--- src/lbp_pkg.sv ---
// Package for the LSB-first bit packer.
// Holds the transfer payload types, mode codes and the packer-to-buffer result type.
// No dependencies.
package lbp_pkg;

    localparam logic [1:0] MODE_LSB   = 2'd0;
    localparam logic [1:0] MODE_REV   = 2'd1;
    localparam logic [1:0] MODE_BYTES = 2'd2;
    localparam logic [1:0] MODE_FLUSH = 2'd3;

    localparam logic [4:0] MAX_BIT_LEN  = 5'd16;
    localparam logic [4:0] MAX_BYTE_LEN = 5'd4;

    typedef struct packed {
        logic [1:0]  mode;
        logic [31:0] value;
        logic [4:0]  length;
    } in_item_t;

    typedef struct packed {
        logic [7:0] out_byte;
        logic       last_byte;
    } out_item_t;

    // Bytes completed by one item, lowest byte first, and how many are valid.
    typedef struct packed {
        logic [3:0][7:0] bytes;
        logic [2:0]      count;
    } pack_res_t;

endpackage

--- src/lsb_first_bit_packer.sv ---
// Top level of the LSB-first bit packer: input register, packer stage, result buffer.
// Depends on lbp_pkg, lbp_packer and lbp_out_buf.
//
// Packs bit fields least significant bit first into a byte stream. Each item is
// taken into an input register and merged with the partial byte; its completed
// bytes (0 to 4) move into a result buffer that sends one byte per output
// transfer; last_byte marks the final byte of an item. An item is merged only
// once the result buffer is free, also when it completes no byte. An item yields
// up to 2 bytes for bit appends, up to 4 for byte appends and 1 for a flush.
// A flush always sends one byte.
module lsb_first_bit_packer (
    input  logic               clk,
    input  logic               rst_n,
    input  logic               item_valid,
    output logic               item_stall,
    input  lbp_pkg::in_item_t  item,
    output logic               result_valid,
    input  logic               result_stall,
    output lbp_pkg::out_item_t result
);

    lbp_pkg::in_item_t  item_reg;
    logic               item_valid_reg;
    lbp_pkg::pack_res_t res;
    logic               buf_free;
    logic               go;

    assign go         = item_valid_reg && buf_free;
    assign item_stall = item_valid_reg && !go;

    always_ff @(posedge clk or negedge rst_n)
    begin
        if (!rst_n)
        begin
            item_valid_reg <= 1'b0;
        end
        else if (item_valid && !item_stall)
        begin
            item_valid_reg <= 1'b1;
        end
        else if (go)
        begin
            item_valid_reg <= 1'b0;
        end
    end

    always_ff @(posedge clk)
    begin
        if (item_valid && !item_stall)
        begin
            item_reg <= item;
        end
    end

    lbp_packer u_packer (
        .clk   (clk),
        .rst_n (rst_n),
        .go    (go),
        .item  (item_reg),
        .res   (res)
    );

    lbp_out_buf u_out_buf (
        .clk   (clk),
        .rst_n (rst_n),
        .load  (go && (res.count != 3'd0)),
        .res   (res),
        .free  (buf_free),
        .valid (result_valid),
        .stall (result_stall),
        .item  (result)
    );

endmodule

--- src/lbp_packer.sv ---
// Packer stage: holds partial byte and bit position, merges one item per cycle on go.
// Depends on lbp_pkg.
module lbp_packer (
    input  logic              clk,
    input  logic              rst_n,
    input  logic              go,
    input  lbp_pkg::in_item_t item,
    output lbp_pkg::pack_res_t res
);

    logic [7:0]  pending_reg;
    logic [7:0]  pending_next;
    logic [2:0]  bit_count_reg;
    logic [2:0]  bit_count_next;

    logic [4:0]  len_bits;
    logic [2:0]  len_bytes;
    logic [5:0]  nbits;
    logic [15:0] rev;
    logic [15:0] v16;
    logic [15:0] mask16;
    logic [31:0] mask32;
    logic [31:0] bits;
    logic [39:0] merged;
    logic [5:0]  total;

    always_comb
    begin
        len_bits  = (item.length > lbp_pkg::MAX_BIT_LEN) ? lbp_pkg::MAX_BIT_LEN : item.length;
        len_bytes = (item.length > lbp_pkg::MAX_BYTE_LEN) ? lbp_pkg::MAX_BYTE_LEN[2:0]
                                                          : item.length[2:0];
        for (int i = 0; i < 16; i++)
        begin
            rev[i] = item.value[15 - i];
        end
        for (int k = 0; k < 4; k++)
        begin
            mask32[k*8 +: 8] = (3'(k) < len_bytes) ? 8'hFF : 8'h00;
        end
        mask16 = 16'((17'd1 << len_bits) - 17'd1);
        v16    = (item.mode == lbp_pkg::MODE_REV) ? (rev >> (5'd16 - len_bits))
                                                  : item.value[15:0];
        if (item.mode == lbp_pkg::MODE_BYTES)
        begin
            nbits = {len_bytes, 3'b000};
            bits  = item.value & mask32;
        end
        else
        begin
            nbits = {1'b0, len_bits};
            bits  = {16'h0000, v16 & mask16};
        end
        merged = ({8'h00, bits} << bit_count_reg) | {32'h0, pending_reg};
        total  = {3'b000, bit_count_reg} + nbits;

        if (item.mode == lbp_pkg::MODE_FLUSH)
        begin
            res.bytes      = {24'h0, pending_reg};
            res.count      = 3'd1;
            pending_next   = 8'h00;
            bit_count_next = 3'd0;
        end
        else
        begin
            res.bytes      = merged[31:0];
            res.count      = total[5:3];
            bit_count_next = total[2:0];
            case (total[5:3])
                3'd0:    pending_next = merged[7:0];
                3'd1:    pending_next = merged[15:8];
                3'd2:    pending_next = merged[23:16];
                3'd3:    pending_next = merged[31:24];
                default: pending_next = merged[39:32];
            endcase
        end
    end

    always_ff @(posedge clk or negedge rst_n)
    begin
        if (!rst_n)
        begin
            pending_reg   <= 8'h00;
            bit_count_reg <= 3'd0;
        end
        else if (go)
        begin
            pending_reg   <= pending_next;
            bit_count_reg <= bit_count_next;
        end
    end

endmodule

--- src/lbp_out_buf.sv ---
// Result buffer: holds up to four completed bytes and shifts them out one per transfer.
// Depends on lbp_pkg.
module lbp_out_buf (
    input  logic               clk,
    input  logic               rst_n,
    input  logic               load,
    input  lbp_pkg::pack_res_t res,
    output logic               free,
    output logic               valid,
    input  logic               stall,
    output lbp_pkg::out_item_t item
);

    logic [3:0][7:0] bytes_reg;
    logic [2:0]      count_reg;
    logic            take;

    assign valid          = (count_reg != 3'd0);
    assign take           = valid && !stall;
    assign free           = (count_reg == 3'd0) || ((count_reg == 3'd1) && !stall);
    assign item.out_byte  = bytes_reg[0];
    assign item.last_byte = (count_reg == 3'd1);

    always_ff @(posedge clk or negedge rst_n)
    begin
        if (!rst_n)
        begin
            count_reg <= 3'd0;
        end
        else if (load)
        begin
            count_reg <= res.count;
        end
        else if (take)
        begin
            count_reg <= count_reg - 3'd1;
        end
    end

    always_ff @(posedge clk)
    begin
        if (load)
        begin
            bytes_reg <= res.bytes;
        end
        else if (take)
        begin
            bytes_reg <= {8'h00, bytes_reg[3:1]};
        end
    end

endmodule

--- config.mk ---
export PLATFORM = sky130hd
export DESIGN_NAME = lsb_first_bit_packer
export DESIGN_NICKNAME = d
export VERILOG_FILES = /design/src/lbp_pkg.sv /design/src/lsb_first_bit_packer.sv /design/src/lbp_packer.sv /design/src/lbp_out_buf.sv
export SDC_FILE = /design/constraint.sdc
export NUM_CORES = 1
export LEC_CHECK = 0
export BUFFER_PORTS_ARGS = -buffer_cell sky130_fd_sc_hd__buf_4
export CELL_PAD_IN_SITES_DETAIL_PLACEMENT = 1
export CELL_PAD_IN_SITES_GLOBAL_PLACEMENT = 1
export CORE_ASPECT_RATIO = 0.75
export CORE_UTILIZATION = 52
export CTS_CLUSTER_SIZE = 24
export DETAILED_ROUTE_END_ITERATION = 8
export GPL_TIMING_DRIVEN = 0
export PLACE_DENSITY = 0.95
export SLEW_MARGIN = 20
export SYNTH_ARGS = -nofsm -noshare
export SYNTH_HDL_FRONTEND = slang
export SYNTH_SLANG_ARGS = --single-unit
--- constraint.sdc ---
create_clock -name clk -period 12 [get_ports clk]
set_input_delay 1.2 -clock clk [delete_from_list [all_inputs] [get_ports clk]]
set_output_delay 1.2 -clock clk [all_outputs]
set_load 0.005 [all_outputs]
## Yosys cells after proc, flatten, opt, wreduce, memory -nomap -nowiden

Cells that the tools add are included.

- Output and inout bits: 11
- Logic and storage cells: 69
- Register bits: 86
- Input bits: 43

- Reductions and logical operators: 16
- $lt $le $gt $ge: 6
- Add/sub/neg operators: 4
- Shifts and indexed selects: 3
- Eq/ne operators: 7
- Muxes and demuxes: 19
- Bitwise gates (word level): 3

Operators with widths:

| operator | count |
|---|---|
| 2-to-1 mux 32 bit | 3 |
| 2-to-1 mux 8 bit | 5 |
| bitwise OR 40 x 8 -> 40 bit | 1 |
| left shift 32 x 3 -> 40 bit | 1 |
| 2-to-1 mux 35 bit | 1 |
| bitwise AND 32 bit | 1 |
| case mux 8 bit (4 select lines) | 1 |
| bitwise AND 16 bit | 1 |
| 2-to-1 mux 16 bit | 1 |
| left shift 1 x 5 -> 16 bit (first input constant) | 1 |
| right shift 16 x 5 -> 16 bit | 1 |
| subtractor 16 x 1 -> 16 bit (second input constant) | 1 |
| 2-to-1 mux 3 bit | 4 |
| adder 3 x 6 -> 6 bit | 1 |
| equality test 3 x 1 -> 1 bit (second input constant) | 2 |
| equality test 3 x 2 -> 1 bit (second input constant) | 2 |
| logical AND 1 bit | 6 |
| zero test 3 bit | 2 |
| < comparator 1 x 3 -> 1 bit (first input constant) | 2 |
| < comparator 2 x 3 -> 1 bit (first input constant) | 2 |
| 2-to-1 mux 6 bit | 1 |
| nonzero test 3 bit | 2 |
| greater-than comparator 5 x 3 -> 1 bit (second input constant) | 1 |
| greater-than comparator 5 bit (second input constant) | 1 |
| 9 further kinds | 14 |

## Logic depth before layout (Yosys ltp)

Gate-level depths: netlist of the first run.

- Depth in word-level cells: 13
- Mapped depth: 19
- Depth with buffers taken out: 15

## Modules after synthesis

From an unflattened synthesis of the first run, not the netlist that was laid out.

- Cell total of the unflattened synthesis: 856
- Area, all modules: 7596.0 um^2

Modules (own cells, without submodules):

| module | seq. area each (um^2) | area each (um^2) | cells each | times used |
|---|---|---|---|---|
| lbp_packer | 275.3 | 4767.1 | 705 | 1 |
| lbp_out_buf | 1036.0 | 1595.3 | 105 | 1 |
| lsb_first_bit_packer | 1196.1 | 1233.7 | 46 | 1 |

## Least setup slack after synthesis of the first run

No wires, ideal clock.

- Kind: register to register
- From: register item_reg[4] in the netlist's numbering
- To: register u_out_buf.bytes_reg[10] in the netlist's numbering (enable)
- Data required time: 11.517 ns
- Arrival: 3.724 ns
- Buffers on the path: 5
- Setup slack: 7.794 ns
- Setup time: 0.483 ns
- Period minus slack after synthesis: 4.206 ns
- Cell stages (with the launch flop): 16
- Path through: edfxtp_1 > buf_4 > buf_2 > buf_2 > inv_1 > nand2_1 > nor2_1 > ha_1 > a21o_1 > a21oi_1 > nor3_1 > or2_1 > clkbuf_1 > o31ai_2 > buf_2 > nand2_1

- Word-level cells in the longest chain between the ends: 8
- Elaborated cells on any way between the ends: 10
- Those cells by class: 1 x add/sub; 2 x order compare; 4 x mux; 3 x reduce/logical

Ends and longest elaborated chain:

| element | RTL line | RTL |
|---|---|---|
| start, declared | lsb_first_bit_packer.sv:22 | `lbp_pkg::in_item_t item_reg;` |
| start signal, assigned | lsb_first_bit_packer.sv:51 | `item_reg <= item;` |
| greater-than comparator 5 bit or greater-than comparator 5 x 3 -> 1 bit (tied branches) | lbp_packer.sv:29, lbp_packer.sv:30 |  |
| 2-to-1 mux 5 bit or 2-to-1 mux 3 bit (tied branches) | lbp_packer.sv:29, lbp_packer.sv:30 |  |
| 2-to-1 mux 6 bit * | lbp_packer.sv:43 | `if (item.mode == lbp_pkg::MODE_BYTES)` |
| adder 3 x 6 -> 6 bit * | lbp_packer.sv:54 | `total = {3'b000, bit_count_reg} + nbits;` |
| 2-to-1 mux 35 bit * | lbp_packer.sv:56 | `if (item.mode == lbp_pkg::MODE_FLUSH)` |
| nonzero test 3 bit * | lsb_first_bit_packer.sv:66 | `.load (go && (res.count != 3'd0)),` |
| logical AND 1 bit * | lsb_first_bit_packer.sv:66 |  |
| nonzero test 2 bit (no line) * | - |  |
| end signal, assigned | lbp_out_buf.sv:44 | `bytes_reg <= res.bytes;` |
| end signal, assigned | lbp_out_buf.sv:48 | `bytes_reg <= {8'h00, bytes_reg[3:1]};` |
| end, declared | lbp_out_buf.sv:14 | `logic [3:0][7:0] bytes_reg;` |

Mark *: on every way between the ends. The rest lies on a longest branch, timed or not.
A chain may end at the register's enable or synchronous reset.

## Final worst setup path of the first run

- From: register item_reg[4] in the netlist's numbering
- To: register u_out_buf.bytes_reg[15] in the netlist's numbering (data pin)

- Word-level cells in the longest chain between the ends: 11
- Elaborated cells on any way between the ends: 28
- Those cells by class: 3 x add/sub; 6 x order compare; 3 x shift; 11 x mux; 3 x bitwise; 2 x reduce/logical

Ends and longest elaborated chain:

| element | RTL line | RTL |
|---|---|---|
| greater-than comparator 5 bit | lbp_packer.sv:29 | `len_bits = (item.length > lbp_pkg::MAX_BIT_LEN) ? lbp_pkg::MAX_BIT_LEN : item.length;` |
| 2-to-1 mux 5 bit | lbp_packer.sv:29 |  |
| subtractor 5 bit | lbp_packer.sv:41 | `v16 = (item.mode == lbp_pkg::MODE_REV) ? (rev >> (5'd16 - len_bits))` |
| right shift 16 x 5 -> 16 bit | lbp_packer.sv:41 |  |
| 2-to-1 mux 16 bit | lbp_packer.sv:41 |  |
| bitwise AND 16 bit | lbp_packer.sv:51 | `bits = {16'h0000, v16 & mask16};` |
| 2-to-1 mux 32 bit | lbp_packer.sv:43 |  |
| left shift 32 x 3 -> 40 bit | lbp_packer.sv:53 | `merged = ({8'h00, bits} << bit_count_reg) \| {32'h0, pending_reg};` |
| bitwise OR 40 x 8 -> 40 bit | lbp_packer.sv:53 |  |
| 2-to-1 mux 35 bit * | lbp_packer.sv:56 |  |
| 2-to-1 mux 32 bit * | lbp_out_buf.sv:42 | `if (load)` |

Marks and branches as above.

==> results.json, run 1 <==
{
  "numPortBuffers": 53,
  "path_common_cell": "ha_1",
  "p_leak_nw": 3.14,
  "setup-tns-final_ns": 0,
  "synth-seq-cells": 86,
  "cp-start-kind": "flop",
  "synth_compound_area_share_pct": 25.5,
  "setup_violations": 0,
  "avgSynthCellArea_sq_um": 9.12,
  "required_ns": 12.10,
  "dp.cells": 1044,
  "dpl.hpwl_mm": 23.2,
  "yosysTopAreaCell": "edfxtp_1",
  "ant_nets": 0,
  "holdCritPathClass": "flop to flop",
  "clock-root-buffer": "clkbuf_16",
  "synth_common_cells": "90 x nand2_1, 71 x edfxtp_1, 63 x nor2_1, 52 x a21oi_1, 42 x o21ai_0",
  "max_stage_delay_ns": 0.52,
  "synth_seq_area_share_pct": 33.8,
  "cts_setup_buffers": 0,
  "worstPathMaxFanout": 10,
  "cts.clk_slew.worst_paths_ns": 0.07,
  "yosysUniqueCellTypes": 101,
  "grt_max_degree": 37,
  "cts.sinks": 86,
  "synthXorXnorAreaFrac_pct": 1.06,
  "hold_violations": 0,
  "grt_pass1_wl_mm": 46.5,
  "die-width_um": 140,
  "path_class": "flop to flop",
  "synth_top_area_share_pct": 28.7,
  "first_iter_violations": 1055,
  "cp_top_family": "compound AO/OA/AOI/OAI gates",
  "gr-total-overflow": 0,
  "syn_inst": 814,
  "rsz0062_at_grt": "false",
  "slew_violations": 0,
  "fp.dieArea_sq_um": 14800,
  "rows": 37,
  "cp-startpoint": "item_reg[4]",
  "yosysWarnings": 0,
  "drive_above_1_share_pct": 19.8,
  "synthSimpleGateAreaFrac_pct": 19.6,
  "htree_levels": 3,
  "cts_hold_buf": 0,
  "finalCriticalPeriod_ns": 5.70,
  "cap_viol_max_count": 0,
  "synth_area_leaders": "edfxtp_1 29%, dfrtp_1 5.1%, mux2i_1 4.6%",
  "path_cells": "buf_4 > buf_2 > buf_2 > inv_1 > nand2_1 > ha_1 > ha_1 > clkbuf_1 > nand2_1 > ha_1 > o31a_1 > o2111ai_1 > a2111oi_2 > o221a_2 > mux4_2 > o21ai_1 > o21ai_0",
  "wl_mm": 30.8,
  "cts_resized": 0,
  "rr_startpoint": "item_reg[4]",
  "ys.flop_type": "edfxtp_1",
  "gp_congestion": 1.05,
  "drtPass1Iterations": 6,
  "path_buf_inv": 5,
  "grt_use_total_pct": 42.4,
  "grt_pass1_vias": 7642,
  "vdd_drop_max_uv": 134,
  "antenna_found_initial": 0,
  "async_reset_ff_share_pct": 17.4,
  "muxShareOfSynthArea_pct": 11.7,
  "ff2ff_path_depth": 17,
  "synthMostInstantiatedCell": "nand2_1",
  "cts_buffer_depth": 2,
  "skew_ns": 0.00832,
  "wl_per_cell_um": 29.1,
  "cts_buffers": 9,
  "synth_edf_count": 71,
  "endpoint_kind": "flop",
  "largest_reg_flops": 39,
  "num_vias": 7848,
  "fin_util_pct": 60.7,
  "syn_nets": 871,
  "insertion_delay_ns": 0.36,
  "fin_hold_ws_ns": 0.519,
  "outcome": "complete, no violations",
  "synth-adder-area-share_pct": 2.46,
  "synth_area_sq_um": 7420,
  "tritoncts": "done",
  "tightestPinTransition_ns": 0.819,
  "fin_cells": 1060,
  "syn_to_final_growth_pct": 13.2,
  "route.detailed.drc": 0,
  "antenna_cells": 0,
  "r2r_setup_slack_ns": 6.30,
  "cp-endpoint": "u_out_buf.bytes_reg[15]",
  "worst-path-stages": 17,
  "r2r_end": "u_out_buf.bytes_reg[15]",
  "max_slew_margin_pct": 45.1,
  "cp_slowest_cell": "a2111oi_2",
  "vias_per_cell": 7.40,
  "start_util_pct": 53.6,
  "fin_crit_sh_pct": 47.5,
  "core_sq_um": 13800,
  "synth_top_family_by_area": "compound AO/OA/AOI/OAI gates",
  "max_freq_mhz": 175,
  "power_density_nw_per_um2": 278,
  "dieHeight_um": 105,
  "critPathArrivalTime_ns": 5.80,
  "ios": 54,
  "nets": 937
}
[report_power, final]
group | switching, mW | total (mW) | leakage, nW | internal [mW]
combinational | 0.943 | 1.44 | 2.10 | 0.500
sequential | 0.0923 | 0.569 | 0.876 | 0.477
clock | 0.136 | 0.322 | 0.160 | 0.186
[metrics by stage]
stage	cell area (sq um)	worst slack (ns)	power (mW)
global route	8400	6.32	2.41
detailed placement	8070	6.64	1.92
finish	8400	6.30	2.33
global placement	8040	6.60	1.85
floorplan	7420	7.79	1.46
CTS	8400	6.59	2.26
[metal layers]
layer	vias up	share of wire, %	track usage [%]
li1	3266	-	-
met1	3893	41	60.7
met3	62	15	14.2
met4	0	2.4	12.2
met2	627	42	60.3
met5	-	0	0
[cell families after synthesis]
kind of cell,Yosys count
simple gates,286
fa+ha+maj,14
flops,86
buf+inv,91
mux,68
compound gates,260
xor+xnor,9
[worst register-to-register path, stage by stage (launching register included)]
cell and delay [ns]:
edfxtp_1 0.38, buf_4 0.19, buf_2 0.20, buf_2 0.22
inv_1 0.23, nand2_1 0.22, ha_1 0.31, ha_1 0.30
clkbuf_1 0.29, nand2_1 0.17, ha_1 0.37, o31a_1 0.34
o2111ai_1 0.40, a2111oi_2 0.53, o221a_2 0.29, mux4_2 0.33
o21ai_1 0.18, o21ai_0 0.49
[worst min path at each step]
stage	cells after the start	start	slack, ns	end
floorplan	2	u_out_buf.bytes_reg[16]	0.49	u_out_buf.bytes_reg[8]
global placement	2	u_out_buf.bytes_reg[29]	0.51	u_out_buf.bytes_reg[21]
detailed placement	2	u_out_buf.bytes_reg[17]	0.51	u_out_buf.bytes_reg[9]
CTS	2	u_out_buf.bytes_reg[17]	0.52	u_out_buf.bytes_reg[9]
global route	2	u_out_buf.bytes_reg[17]	0.55	u_out_buf.bytes_reg[9]
finish	2	u_out_buf.bytes_reg[17]	0.52	u_out_buf.bytes_reg[9]
[placed cells by master, fill, tap and decap left out, types with 5 or more instances in the layout]
master / count
nand2_1: 89
edfxtp_1: 71
buf_4: 65
nor2_1: 63
a21oi_1: 52
o21ai_0: 42
mux2i_1: 34
clkbuf_1: 33
inv_1: 23
nand3_1: 21
mux2_2: 20
a31oi_1: 19
nor3_1: 18
buf_2: 16
dfrtp_1: 15
a22o_1: 14
o211ai_1: 13
ha_1: 13
nand2b_1: 12
mux4_2: 12
a211oi_1: 12
and3_1: 10
nor2b_1: 9
nor4_1: 9
clkbuf_16: 9
o31ai_1: 8
nand4_1: 8
xnor2_1: 7
a21o_1: 5
a22oi_1: 5
and2_1: 5
o21a_1: 5
or2_2: 5
or3_1: 5
a2bb2oi_1: 5
o221ai_1: 5
a211o_1: 5
[area by class of cell]
class / count / area [sq um]
fill: 1603 / 5440
clock inverter: 7 / 101
clock buffer: 9 / 225
inverter: 23 / 86.3
sequential: 86 / 2510
buffer: 68 / 350
timing repair buffer: 55 / 428
tap: 175 / 219
multi-input combinational: 637 / 4480
(Power assumes the default switching activity.)
==> run 2, diff against run 1 <==
--- a/config.mk
+++ b/config.mk
@@ -9,11 +9,11 @@
 export CELL_PAD_IN_SITES_DETAIL_PLACEMENT = 1
 export CELL_PAD_IN_SITES_GLOBAL_PLACEMENT = 1
 export CORE_ASPECT_RATIO = 0.75
-export CORE_UTILIZATION = 52
+export CORE_UTILIZATION = 48
 export CTS_CLUSTER_SIZE = 24
 export DETAILED_ROUTE_END_ITERATION = 8
 export GPL_TIMING_DRIVEN = 0
-export PLACE_DENSITY = 0.95
+export PLACE_DENSITY = 0.93
 export SLEW_MARGIN = 20
 export SYNTH_ARGS = -nofsm -noshare
 export SYNTH_HDL_FRONTEND = slang
==> constraint.sdc (replaced) <==
create_clock -name clk -period 5.85 [get_ports clk]
set_input_delay 0.585 -clock clk [delete_from_list [all_inputs] [get_ports clk]]
set_output_delay 0.585 -clock clk [all_outputs]
set_load 0.005 [all_outputs]
==> run 2 against run 1 <==
Against the previous run:
- largest cell class unchanged
- final area barely moved
- die area rose by 8.2%
- via count fell by 2.5%
- fmax rose by 1.8%
- sequential share of layout area barely moved
- critical path depth rose by 1
- wire length fell by 2.1%
- largest power group unchanged
- core utilization fell by 3.9 points
- register-to-register slack got worse by 6.0 ns
- final cell count rose by 2.3%
- worst hold slack got worse by 0.44 ns
- first-iteration DRC count rose by 5.6%
==> results.json, run 2 (synthesized netlist as in run 1, its figures left out) <==
{
  "antenna_cells": 0,
  "grt_use_total_pct": 38.5,
  "layout_commonest_cell": "nand2_1",
  "fin_util_pct": 56.8,
  "power_density_nw_per_um2": 563,
  "grt_max_degree": 36,
  "max_slew_margin_pct": 40.2,
  "drive_above_1_share_pct": 19.8,
  "cap_viol_max_count": 0,
  "dieHeight_um": 110,
  "cts.sinks": 86,
  "rr_startpoint": "item_reg[4]",
  "fp.dieArea_sq_um": 16000,
  "max_freq_mhz": 179,
  "finalCriticalPeriod_ns": 5.60,
  "holdCritPathClass": "input pin to asynchronous set/reset pin",
  "start_util_pct": 50.2,
  "dpl.hpwl_mm": 23.2,
  "fin_crit_sh_pct": 95.7,
  "r2r_setup_slack_ns": 0.25,
  "drtPass1Iterations": 5,
  "power.total_mw": 4.73,
  "gp_congestion": 0.987,
  "fin_cells": 1084,
  "first_iter_violations": 1114,
  "setup_violations": 0,
  "rows": 38,
  "p_leak_nw": 3.12,
  "die-width_um": 146,
  "ant_nets": 0,
  "wl_per_cell_um": 27.8,
  "dp.cells": 1068,
  "hold_violations": 0,
  "nets": 936,
  "core_sq_um": 14800,
  "insertion_delay_ns": 0.36,
  "num_vias": 7650,
  "postLayoutCellArea_sq_um": 8400,
  "slew_violations": 0,
  "worstPathMaxFanout": 10,
  "required_ns": 5.98,
  "tightestPinTransition_ns": 0.894,
  "vias_per_cell": 7.06,
  "r2r_end": "u_out_buf.bytes_reg[13]",
  "path_class": "flop to flop",
  "multiInputGateArea_sq_um": 4490,
  "skew_ns": 0.0124,
  "final_cell_mix": "89 x nand2_1, 71 x edfxtp_1, 65 x buf_4",
  "vdd_drop_max_uv": 216,
  "largest_reg_flops": 39,
  "gr-total-overflow": 0,
  "clock-root-buffer": "clkbuf_16",
  "rsz0062_at_grt": "false",
  "tritoncts": "done",
  "setup-tns-final_ns": 0,
  "grt_pass1_wl_mm": 45.2,
  "critPathArrivalTime_ns": 5.73,
  "cp-start-kind": "flop",
  "wl_mm": 30.2,
  "cts_setup_buffers": 0,
  "cts_hold_buf": 0,
  "htree_levels": 3,
  "endpoint_kind": "flop",
  "area.sequential_sq_um": 2510,
  "grt_pass1_vias": 7346,
  "cts_resized": 0,
  "outcome": "complete, no violations",
  "place_ws_ns": 0.577,
  "numPortBuffers": 53,
  "ff2ff_path_depth": 18,
  "route.detailed.drc": 0,
  "ios": 54,
  "fin_ws_ns": 0.251,
  "antenna_found_initial": 1,
  "fin_hold_ws_ns": 0.0836,
  "syn_to_final_growth_pct": 13.2,
  "cts_buffer_depth": 2,
  "fill_cells": 1725,
  "cts_buffers": 9,
  "placed_area_sq_um": 8100,
  "cts.clk_slew.worst_paths_ns": 0.08
}
[run 2: area by class of cell]
| type | instances | area share [%] |
|---|---|---|
| clock inverter | 7 | 0.938 |
| sequential | 86 | 29.8 |
| timing repair buffer | 54 | 4.97 |
| buffer | 68 | 4.17 |
| inverter | 23 | 1.03 |
| tap | 200 | 2.98 |
| clock buffer | 9 | 2.68 |
| multi-input combinational | 637 | 53.4 |
[run 2: routing by layer]
| layer | up-vias | part of all wire, % | global-route usage, % |
|---|---|---|---|
| li1 | 3265 | - | - |
| met1 | 3767 | 43 | 55.4 |
| met2 | 553 | 40 | 55.3 |
| met3 | 63 | 15 | 12.9 |
| met4 | 2 | 1.9 | 9.32 |
| met5 | - | 0.060 | 0 |
[run 2: worst max-delay path by stage]
stage	from	to	slack, ns
2_1_floorplan	item_reg[4]	u_out_buf.bytes_reg[10]	1.64
3_3_place_gp	item_reg[4]	u_out_buf.bytes_reg[30]	0.39
3_5_place_dp	item_reg[4]	u_out_buf.bytes_reg[13]	0.58
4_1_cts	item_reg[4]	u_out_buf.bytes_reg[13]	0.45
5_1_grt	item_reg[4]	u_out_buf.bytes_reg[13]	0.1
6_report	item_reg[4]	u_out_buf.bytes_reg[13]	0.25
[run 2: report_power, final]
group | internal (mW) | switching (mW)
Clock | 0.337 | 0.281
Combinational | 1.02 | 1.94
Sequential | 0.975 | 0.173
Total | 2.33 | 2.39
[run 2: worst max-delay path, stage by stage (launching register included)]
cell       delay [ns]
edfxtp_1         0.39
buf_4            0.19
buf_2            0.19
buf_2            0.22
inv_1            0.24
nand2_1          0.22
ha_1             0.32
ha_1             0.30
clkbuf_1         0.30
nand2_1          0.16
ha_1             0.37
o31a_1           0.29
o2111ai_1        0.34
a2111oi_2        0.53
o221ai_1         0.25
mux2i_1          0.29
a21o_1           0.21
o21ai_0          0.15
o21ai_0          0.38
